`src/sv/pcf_pkg.sv`:
```
// Shared types and constants for the pump command framer.
`timescale 1ns / 1ps

package pcf_pkg;

  typedef enum logic [1:0] {
    CMD_RUN  = 2'd0,
    CMD_STOP = 2'd1,
    CMD_FLOW = 2'd2,
    CMD_CAL  = 2'd3
  } cmd_e;

  typedef enum logic [1:0] {
    FS_IDLE = 2'd0,
    FS_READ = 2'd1,
    FS_DIV  = 2'd2,
    FS_PUSH = 2'd3
  } front_state_e;

  typedef struct packed {
    cmd_e        command;
    logic [9:0]  flow_rate;
    logic [5:0]  entry_index;
    logic [15:0] entry_value;
  } in_item_t;

  typedef struct packed {
    logic [7:0] frame_byte;
    logic       frame_start;
    logic       frame_last;
  } out_item_t;

  typedef struct packed {
    logic [7:0]  flag;
    logic [15:0] word;
  } frame_req_t;

  typedef struct packed {
    logic full;
    logic empty;
  } q_stat_t;

  localparam int SEGMENTS_DEF = 64;

  localparam logic [7:0]  FLAG_RUN  = 8'h52;
  localparam logic [7:0]  FLAG_STOP = 8'h53;
  localparam logic [7:0]  FLAG_FLOW = 8'h46;
  localparam logic [15:0] STEP_MAX  = 16'hFFFF;

  // Segment lookups and table indexes are compared at this width (SEGMENTS <= 1024).
  localparam int IDX_W = 11;

  // floor(x / 10) == (x * 205) >> 11 for every x below 1029.
  localparam logic [17:0] RECIP_10    = 18'd205;
  localparam int          RECIP_SHIFT = 11;

  localparam int QUEUE_DEPTH = 4;

  localparam logic [2:0] BYTE_FLAG = 3'd1;
  localparam logic [2:0] BYTE_HIGH = 3'd2;
  localparam logic [2:0] BYTE_LOW  = 3'd3;
  localparam logic [2:0] BYTE_LAST = 3'd4;

endpackage

```
`src/sv/pump_command_framer.sv`:
```
// Pump command framer: five-byte frames for run, stop and set-flow commands.
// Run and stop requests are pushed to the queue directly on acceptance; set flow is queued
// only after the table read, product and radix-16 division. Bytes leave at one per cycle
// while out_stall is low; the front end stalls its input while it works on a set-flow command.
// Synchronous active-low reset clears the control state and the queue; the calibration
// table is not cleared and holds undefined data until written.
`timescale 1ns / 1ps

module pump_command_framer #(
  parameter int SEGMENTS = pcf_pkg::SEGMENTS_DEF
) (
  input  logic                clk,
  input  logic                rst_n,
  input  logic                in_valid,
  output logic                in_stall,
  input  pcf_pkg::in_item_t   in_data,
  output logic                out_valid,
  input  logic                out_stall,
  output pcf_pkg::out_item_t  out_data
);

  logic                push;
  logic                pop;
  pcf_pkg::frame_req_t push_data;
  pcf_pkg::frame_req_t head;
  pcf_pkg::q_stat_t    q_stat;

  pcf_front #(
    .SEGMENTS (SEGMENTS)
  ) u_front (
    .clk       (clk),
    .rst_n     (rst_n),
    .in_valid  (in_valid),
    .in_stall  (in_stall),
    .in_data   (in_data),
    .push      (push),
    .push_data (push_data),
    .q_stat    (q_stat)
  );

  pcf_queue u_queue (
    .clk       (clk),
    .rst_n     (rst_n),
    .push      (push),
    .push_data (push_data),
    .pop       (pop),
    .head      (head),
    .q_stat    (q_stat)
  );

  pcf_back u_back (
    .clk       (clk),
    .rst_n     (rst_n),
    .head      (head),
    .q_stat    (q_stat),
    .pop       (pop),
    .out_valid (out_valid),
    .out_stall (out_stall),
    .out_data  (out_data)
  );

endmodule

```
`src/sv/pcf_front.sv`:
```
// Front end: accepts commands, keeps the calibration table and works out the flow step.
`timescale 1ns / 1ps

module pcf_front #(
  parameter int SEGMENTS = pcf_pkg::SEGMENTS_DEF
) (
  input  logic                 clk,
  input  logic                 rst_n,
  input  logic                 in_valid,
  output logic                 in_stall,
  input  pcf_pkg::in_item_t    in_data,
  output logic                 push,
  output pcf_pkg::frame_req_t  push_data,
  input  pcf_pkg::q_stat_t     q_stat
);

  localparam int AW = (SEGMENTS > 1) ? $clog2(SEGMENTS) : 1;
  localparam logic [pcf_pkg::IDX_W-1:0] SEG_COUNT = pcf_pkg::IDX_W'(SEGMENTS);
  localparam logic [pcf_pkg::IDX_W-1:0] SEG_TOP   = pcf_pkg::IDX_W'(SEGMENTS - 1);

  pcf_pkg::front_state_e state_r, state_nxt;

  logic [15:0] cal_mem [SEGMENTS];
  logic [15:0] rd_data_r;

  logic [9:0]  flow_r;
  logic [10:0] mult10_r;
  logic [10:0] rem_r, rem_nxt;
  logic [15:0] dvd_r, dvd_nxt;
  logic [1:0]  cnt_r;
  logic        sat_r;

  logic        accept;
  logic        is_frame_cmd;
  logic [9:0]  flow_m1;
  logic [17:0] seg_prod;
  logic [6:0]  seg;
  logic [6:0]  seg_p1;
  logic [10:0] mult10;
  logic [pcf_pkg::IDX_W-1:0] seg_ext;
  logic [pcf_pkg::IDX_W-1:0] rd_idx;
  logic [pcf_pkg::IDX_W-1:0] wr_idx;
  logic        wr_en;

  assign accept       = in_valid && !in_stall;
  assign is_frame_cmd = (in_data.command == pcf_pkg::CMD_RUN) ||
                        (in_data.command == pcf_pkg::CMD_STOP);

  // Segment from the flow rate; a zero flow wraps here but saturates later anyway.
  assign flow_m1  = in_data.flow_rate - 10'd1;
  assign seg_prod = {8'd0, flow_m1} * pcf_pkg::RECIP_10;
  assign seg      = seg_prod[pcf_pkg::RECIP_SHIFT +: 7];
  assign seg_p1   = seg + 7'd1;
  assign mult10   = {1'b0, seg_p1, 3'd0} + {3'd0, seg_p1, 1'b0};
  assign seg_ext  = {{(pcf_pkg::IDX_W - 7){1'b0}}, seg};
  assign rd_idx   = (seg_ext >= SEG_COUNT) ? SEG_TOP : seg_ext;
  assign wr_idx   = {{(pcf_pkg::IDX_W - 6){1'b0}}, in_data.entry_index};
  assign wr_en    = accept && (in_data.command == pcf_pkg::CMD_CAL) && (wr_idx < SEG_COUNT);

  always_ff @(posedge clk) begin
    if (wr_en) begin
      cal_mem[wr_idx[AW-1:0]] <= in_data.entry_value;
    end
    rd_data_r <= cal_mem[rd_idx[AW-1:0]];
  end

  // Four restoring quotient bits per cycle.
  always_comb begin
    logic [11:0] trial;
    logic [10:0] rem_w;
    logic [15:0] dvd_w;
    rem_w = rem_r;
    dvd_w = dvd_r;
    for (int i = 0; i < 4; i++) begin
      trial = {rem_w, dvd_w[15]};
      dvd_w = {dvd_w[14:0], 1'b0};
      if (trial >= {2'd0, flow_r}) begin
        rem_w    = 11'(trial - {2'd0, flow_r});
        dvd_w[0] = 1'b1;
      end else begin
        rem_w    = trial[10:0];
      end
    end
    rem_nxt = rem_w;
    dvd_nxt = dvd_w;
  end

  always_comb begin
    state_nxt = state_r;
    case (state_r)
      pcf_pkg::FS_IDLE: begin
        if (accept && (in_data.command == pcf_pkg::CMD_FLOW)) begin
          state_nxt = pcf_pkg::FS_READ;
        end
      end
      pcf_pkg::FS_READ: begin
        state_nxt = pcf_pkg::FS_DIV;
      end
      pcf_pkg::FS_DIV: begin
        if (cnt_r == 2'd3) begin
          state_nxt = pcf_pkg::FS_PUSH;
        end
      end
      pcf_pkg::FS_PUSH: begin
        if (!q_stat.full) begin
          state_nxt = pcf_pkg::FS_IDLE;
        end
      end
      default: begin
        state_nxt = pcf_pkg::FS_IDLE;
      end
    endcase
  end

  always_comb begin
    in_stall  = q_stat.full;
    push      = 1'b0;
    push_data = '{flag: pcf_pkg::FLAG_RUN, word: 16'd0};
    case (state_r)
      pcf_pkg::FS_IDLE: begin
        push = in_valid && !q_stat.full && is_frame_cmd;
        if (in_data.command == pcf_pkg::CMD_STOP) begin
          push_data.flag = pcf_pkg::FLAG_STOP;
        end
      end
      pcf_pkg::FS_PUSH: begin
        in_stall  = 1'b1;
        push      = !q_stat.full;
        push_data = '{flag: pcf_pkg::FLAG_FLOW, word: sat_r ? pcf_pkg::STEP_MAX : dvd_r};
      end
      default: begin
        in_stall = 1'b1;
      end
    endcase
  end

  always_ff @(posedge clk) begin
    if (!rst_n) begin
      state_r <= pcf_pkg::FS_IDLE;
      cnt_r   <= 2'd0;
    end else begin
      state_r <= state_nxt;
      if (state_r == pcf_pkg::FS_DIV) begin
        cnt_r <= cnt_r + 2'd1;
      end else begin
        cnt_r <= 2'd0;
      end
    end
  end

  always_ff @(posedge clk) begin
    if (accept) begin
      flow_r   <= in_data.flow_rate;
      mult10_r <= mult10;
    end
    case (state_r)
      pcf_pkg::FS_READ: begin
        {rem_r, dvd_r} <= 27'(rd_data_r * mult10_r);
      end
      pcf_pkg::FS_DIV: begin
        rem_r <= rem_nxt;
        dvd_r <= dvd_nxt;
        // The quotient overflows 16 bits exactly when the upper product bits reach the flow.
        if (cnt_r == 2'd0) begin
          sat_r <= (flow_r == 10'd0) || (rem_r >= {1'b0, flow_r});
        end
      end
      default: begin
      end
    endcase
  end

endmodule

```
`src/sv/pcf_queue.sv`:
```
// Short frame request queue between the front end and the byte serialiser.
`timescale 1ns / 1ps

module pcf_queue (
  input  logic                 clk,
  input  logic                 rst_n,
  input  logic                 push,
  input  pcf_pkg::frame_req_t  push_data,
  input  logic                 pop,
  output pcf_pkg::frame_req_t  head,
  output pcf_pkg::q_stat_t     q_stat
);

  localparam int DEPTH = pcf_pkg::QUEUE_DEPTH;
  localparam int PW    = $clog2(DEPTH);

  pcf_pkg::frame_req_t slots [DEPTH];
  logic [PW-1:0] wr_ptr_r, rd_ptr_r;
  logic [PW:0]   count_r;

  assign q_stat.full  = (count_r == (PW + 1)'(DEPTH));
  assign q_stat.empty = (count_r == '0);
  assign head         = slots[rd_ptr_r];

  always_ff @(posedge clk) begin
    if (push) begin
      slots[wr_ptr_r] <= push_data;
    end
  end

  always_ff @(posedge clk) begin
    if (!rst_n) begin
      wr_ptr_r <= '0;
      rd_ptr_r <= '0;
      count_r  <= '0;
    end else begin
      if (push) begin
        wr_ptr_r <= wr_ptr_r + 1'b1;
      end
      if (pop) begin
        rd_ptr_r <= rd_ptr_r + 1'b1;
      end
      if (push && !pop) begin
        count_r <= count_r + 1'b1;
      end else if (pop && !push) begin
        count_r <= count_r - 1'b1;
      end
    end
  end

endmodule

```
`src/sv/pcf_back.sv`:
```
// Back end: serialises each frame request into five frame bytes.
`timescale 1ns / 1ps

module pcf_back (
  input  logic                 clk,
  input  logic                 rst_n,
  input  pcf_pkg::frame_req_t  head,
  input  pcf_pkg::q_stat_t     q_stat,
  output logic                 pop,
  output logic                 out_valid,
  input  logic                 out_stall,
  output pcf_pkg::out_item_t   out_data
);

  pcf_pkg::frame_req_t ent_r;
  logic       active_r;
  logic [2:0] idx_r;
  logic       out_accept;
  logic       at_last;

  assign out_valid  = active_r;
  assign out_accept = active_r && !out_stall;
  assign at_last    = (idx_r == pcf_pkg::BYTE_LAST);
  // A new frame is loaded from a non-empty queue when nothing is held or the last byte leaves this cycle.
  assign pop        = !q_stat.empty && (!active_r || (out_accept && at_last));

  always_comb begin
    out_data.frame_start = (idx_r == 3'd0);
    out_data.frame_last  = at_last;
    case (idx_r)
      pcf_pkg::BYTE_FLAG: out_data.frame_byte = ent_r.flag;
      pcf_pkg::BYTE_HIGH: out_data.frame_byte = ent_r.word[15:8];
      pcf_pkg::BYTE_LOW:  out_data.frame_byte = ent_r.word[7:0];
      default:            out_data.frame_byte = 8'h00;
    endcase
  end

  always_ff @(posedge clk) begin
    if (pop) begin
      ent_r <= head;
    end
  end

  always_ff @(posedge clk) begin
    if (!rst_n) begin
      active_r <= 1'b0;
      idx_r    <= 3'd0;
    end else if (pop) begin
      active_r <= 1'b1;
      idx_r    <= 3'd0;
    end else if (out_accept) begin
      if (at_last) begin
        active_r <= 1'b0;
        idx_r    <= 3'd0;
      end else begin
        idx_r <= idx_r + 3'd1;
      end
    end
  end

endmodule

```
`config.mk`:
```
export PLATFORM = sky130hd
export DESIGN_NAME = pump_command_framer
export DESIGN_NICKNAME = d
export VERILOG_FILES = /design/src/sv/pcf_pkg.sv /design/src/sv/pump_command_framer.sv /design/src/sv/pcf_front.sv /design/src/sv/pcf_queue.sv /design/src/sv/pcf_back.sv
export SDC_FILE = /design/constraint.sdc
export NUM_CORES = 2
export LEC_CHECK = 0
export BUFFER_PORTS_ARGS = -buffer_cell sky130_fd_sc_hd__buf_2
export CAP_MARGIN = 15
export CORE_ASPECT_RATIO = 1.75
export CORE_UTILIZATION = 55
export DETAILED_ROUTE_END_ITERATION = 8
export PLACE_DENSITY_LB_ADDON = 0.2
export RECOVER_POWER = 25
export SLEW_MARGIN = 20
export SYNTH_ARGS = -nofsm -noshare
export SYNTH_HDL_FRONTEND = slang
export SYNTH_SLANG_ARGS = --single-unit
```
`constraint.sdc`:
```
create_clock -name clk -period 10.9 [get_ports clk]
set_input_delay 1.09 -clock clk [delete_from_list [all_inputs] [get_ports clk]]
set_output_delay 1.09 -clock clk [all_outputs]
set_load 0.05 [all_outputs]
```
==> run summary <==
RUN STATUS
----------------------------------------------------------------------------------------
Result of the run ......................................................... complete, but fails checks
Failing checks ............................................................ max-capacitance violations, max-slew violations

GLOBAL ROUTING
----------------------------------------------------------------------------------------
Maximum number of pins on one net before global-route repair ..............          163
Number of antenna violations at the first check in global routing .........            3
Number of global-route vias before repair .................................       37,200
Total gr overflow .........................................................            0
First-pass GRT wire length ................................................   228,000 um
Total global-route track usage ............................................        29.7%

WORST SETUP PATH
----------------------------------------------------------------------------------------
Data arrival time of the critical path ....................................     10.38 ns
Slack of the worst reg-to-reg path ........................................      0.90 ns
Startpoint class of the critical path .....................................         flop
Crit Reg-Reg Startpoint ................................................... u_front.flow_r[1]$_DFFE_PP_
Depth of the worst register-to-register path ..............................           36
Worst setup path endpoint ................................................. u_front.rem_r[8]$_DFFE_PP_
Worst-path fanout max .....................................................           16
Critical path launch point ................................................ u_front.flow_r[1]$_DFFE_PP_
Reg2Reg Capture Point ..................................................... u_front.rem_r[8]$_DFFE_PP_
Most frequent cell on the critical path ...................................      o21ai_0
Endpoint type of the worst setup path .....................................         flop
Critical path type ........................................................ flop to flop
Required time worst endpoint ..............................................     11.29 ns
Worst path slowest cell ...................................................      o21ai_0
Largest stage delay on the critical path ..................................      0.60 ns

SYNTH
----------------------------------------------------------------------------------------
Count of different cell masters after synthesis ...........................          101
Post-synthesis async set-or-reset flop share ..............................           0%
Predominant post-synthesis flop cell ......................................     edfxtp_1
Synth warn ................................................................            0
FF+latch count, synth .....................................................        1,198
Number of standard cells after synthesis ..................................        4,444
Synthesized area per cell .................................................   12.8 sq um
Syn Nets ..................................................................        4,809
Number of enable flip-flop cells after synthesis ..........................        1,167
Portion of the post-synthesis area used by sequential elements ............        62.7%
Cell area after technology mapping ........................................ 56,800 sq um

CLOCKING
----------------------------------------------------------------------------------------
Clk buf depth .............................................................            3
CTS tree ..................................................................        built
Clock-pin slew on the worst setup and hold paths ..........................      0.08 ns
CTS H-tree lvls ...........................................................            3
Count of buffers added by post-CTS timing repair for setup ................            0
Number of hold-repair buffers added at the cts stage ......................            0
Root Driver ...............................................................    clkbuf_16
Cts repair resizes ........................................................            0
Later-pin clock latency in the skew report ................................      0.74 ns
Total clock buffers created by CTS ........................................          103
Number of sinks driven by the clock tree ..................................        1,198

TIMING
----------------------------------------------------------------------------------------
Actual transition at the worst max-transition pin .........................      3.70 ns
Number of max-slew violations in the final report .........................          829
Final cycle utilization of the critical path ..............................        91.7%
Clock tree skew after final layout ........................................    0.0392 ns
Maximum clock frequency ...................................................    0.100 GHz
Final TNS setup ...........................................................         0 ns
Final Setup Violations ....................................................            0
Normalized max-slew margin ................................................        -146%
Setup repair after global routing missed its margin .......................        false
Count of final hold-check violations ......................................            0
Minimum clock period ......................................................      10.0 ns

DETAILED ROUTING
----------------------------------------------------------------------------------------
Post-detailed-route DRC marker count ......................................            0
WL per Instance ...........................................................      26.1 um
Detailed-routed wire length on met3 .......................................      9130 um
Average via count per standard cell .......................................         6.21
Pre-Repair DR Iteration Count .............................................            6
DRT iter0 DRCs ............................................................        3,338
Met1 Routed Length ........................................................    52,100 um
Number of routed nets with antenna violations .............................            0
Count of vias placed by the detailed router ...............................       36,700
Highest routed metal layer ................................................         met5
Routed wire length ........................................................   154,000 um
Sum of met2 wire segment lengths after detailed routing ...................    83,400 um

CELLS AND AREA
----------------------------------------------------------------------------------------
Leading cell type in the layout, fill and taps excluded ...................     edfxtp_1
Ratio of cells with drive above 1 in the final layout .....................        8.94%
Number of diodes added for antenna fixing .................................            0
Signed area change from the synthesized netlist to the final layout .......        9.51%
Count of nets after finishing .............................................        4,842
Non-filler instance count after layout ....................................        5,900
Leading cell types in the layout, fill and taps excluded .................. 1,167 x edfxtp_1, 879 x nand2_1, 238 x nand3_1, 197 x a21oi_1

WORST HOLD PATH
----------------------------------------------------------------------------------------
Type of the tightest min-delay check ...................................... flop to flop

FLOORPLANNING
----------------------------------------------------------------------------------------
Floorplan die area ........................................................ 105,000 sq um
Horizontal extent of the die ..............................................       245 um
Top Ports .................................................................           50
Initial core utilization ..................................................        55.6%
Cell row count ............................................................          155
Chip Height ...............................................................       427 um
Core area ................................................................. 102,000 sq um

FLOW RUN
----------------------------------------------------------------------------------------
Max-Cap Viols .............................................................           13

PLACEMENT
----------------------------------------------------------------------------------------
RePlAce Congestion ........................................................        0.902
Dpl cells .................................................................        5,706
Total half-perimeter wirelength after legalization and detailed placement .   100,000 um
Count of input and output buffers .........................................           49

-- state kept, by name, indices dropped and copies added (netlist names), 10 cells and up --
signal and count:
u_queue.slots 76, u_front.mult10_r 10, u_front.cal_mem 1024, u_front.rem_r 11
u_front.rd_data_r 16, u_back.ent_r 19, u_front.dvd_r 16, u_front.flow_r 10
-- worst max-delay path, delay by kind of cell, from the launching register on --
| family | cells | cell delay, ns |
|---|---|---|
| and+or+nand+nor | 11 | 3.00 |
| adders and majority gates | 4 | 1.45 |
| muxes | 3 | 0.97 |
| buffers and inverters | 2 | 0.42 |
| DFF | 1 | 0.51 |
| AOI/OAI and AO/OA | 16 | 3.29 |
-- cells in the mapped netlist (all sizes together), types with 20 or more instances --
cell / count / area share (%)
clkbuf: 90 / 0.59
inv: 194 / 1.3
nor3: 53 / 0.53
and3: 47 / 0.52
a32oi: 23 / 0.35
a311oi: 41 / 0.63
nand3: 241 / 2.1
edfxtp: 1167 / 62
dfxtp: 31 / 1.1
nor4: 20 / 0.27
nor2b: 22 / 0.26
mux4: 25 / 0.99
and2: 85 / 0.94
a221oi: 54 / 0.83
a211oi: 25 / 0.36
o21ai: 103 / 0.92
ha: 193 / 4.2
o21a: 30 / 0.40
mux2: 20 / 0.40
a21oi: 198 / 1.8
fa: 134 / 4.7
nor2: 149 / 1.0
nand2: 881 / 5.8
buf: 160 / 1.6
mux2i: 65 / 1.2
xor2: 32 / 0.49
a31oi: 69 / 0.76
xnor2: 38 / 0.59
-- layer usage --
| layer | track usage, % | vias up |
|---|---|---|
| met5 | 0 | - |
| met1 | 32.2 | 18400 |
| met3 | 3.59 | 399 |
| met4 | 17.6 | 4 |
| met2 | 55.0 | 1447 |
| li1 | - | 16400 |
-- cell families (layout without fill, tap and decap cells) --
| group | Yosys count | count (layout) | synth area share (%) |
|---|---|---|---|
| DFF | 1198 | 1198 | 62.7 |
| AOI/OAI and AO/OA | 709 | 709 | 8.59 |
| buffers and inverters | 444 | 566 | 3.43 |
| xor gates and xnor gates | 70 | 70 | 1.08 |
| and+or+nand+nor | 1586 | 1586 | 12.6 |
| muxes | 110 | 110 | 2.56 |
| adders and majority gates | 327 | 327 | 8.97 |
-- per-stage QoR --
stage / cell area [sq um] / setup WS [ns] / hold slack (ns) / utilization, %
2_1_floorplan: 56800 / 2.59 / 0.427 / -
3_3_place_gp: 58700 / 1.02 / 0.459 / 57.4
3_5_place_dp: 58700 / 0.989 / 0.494 / 57.4
4_1_cts: 62300 / 0.982 / 0.503 / 61.0
5_1_grt: 62200 / 0.162 / 0.503 / 60.9
6_report: 62200 / 0.905 / 0.495 / 60.9
-- final cells by class --
cell class | instances | area [sq um]
timing repair buffer | 178 | 1240
fill | 7855 | 40000
multi-input combinational | 2802 | 19300
tap | 1334 | 1670
inverter | 194 | 733
clock inverter | 67 | 898
clock buffer | 127 | 2720
sequential | 1198 | 35700
-- worst min-delay path by stage --
| stage | to | from | cells after the start | slack [ns] |
|---|---|---|---|---|
| floorplan | u_front.cnt_r[0]$_SDFF_PN0_ | u_front.cnt_r[0]$_SDFF_PN0_ | 1 | 0.43 |
| global placement | u_front.cnt_r[0]$_SDFF_PN0_ | u_front.cnt_r[0]$_SDFF_PN0_ | 1 | 0.46 |
| detailed placement | u_front.cnt_r[0]$_SDFF_PN0_ | u_front.cnt_r[0]$_SDFF_PN0_ | 1 | 0.49 |
| CTS | u_front.cnt_r[0]$_SDFF_PN0_ | u_front.cnt_r[0]$_SDFF_PN0_ | 1 | 0.50 |
| global route | u_front.cnt_r[0]$_SDFF_PN0_ | u_front.cnt_r[0]$_SDFF_PN0_ | 1 | 0.50 |
| finish | u_front.cnt_r[0]$_SDFF_PN0_ | u_front.cnt_r[0]$_SDFF_PN0_ | 1 | 0.50 |
Power is not shown: default switching activity piles up to over one toggle a cycle in this logic, so the estimate is an artifact.
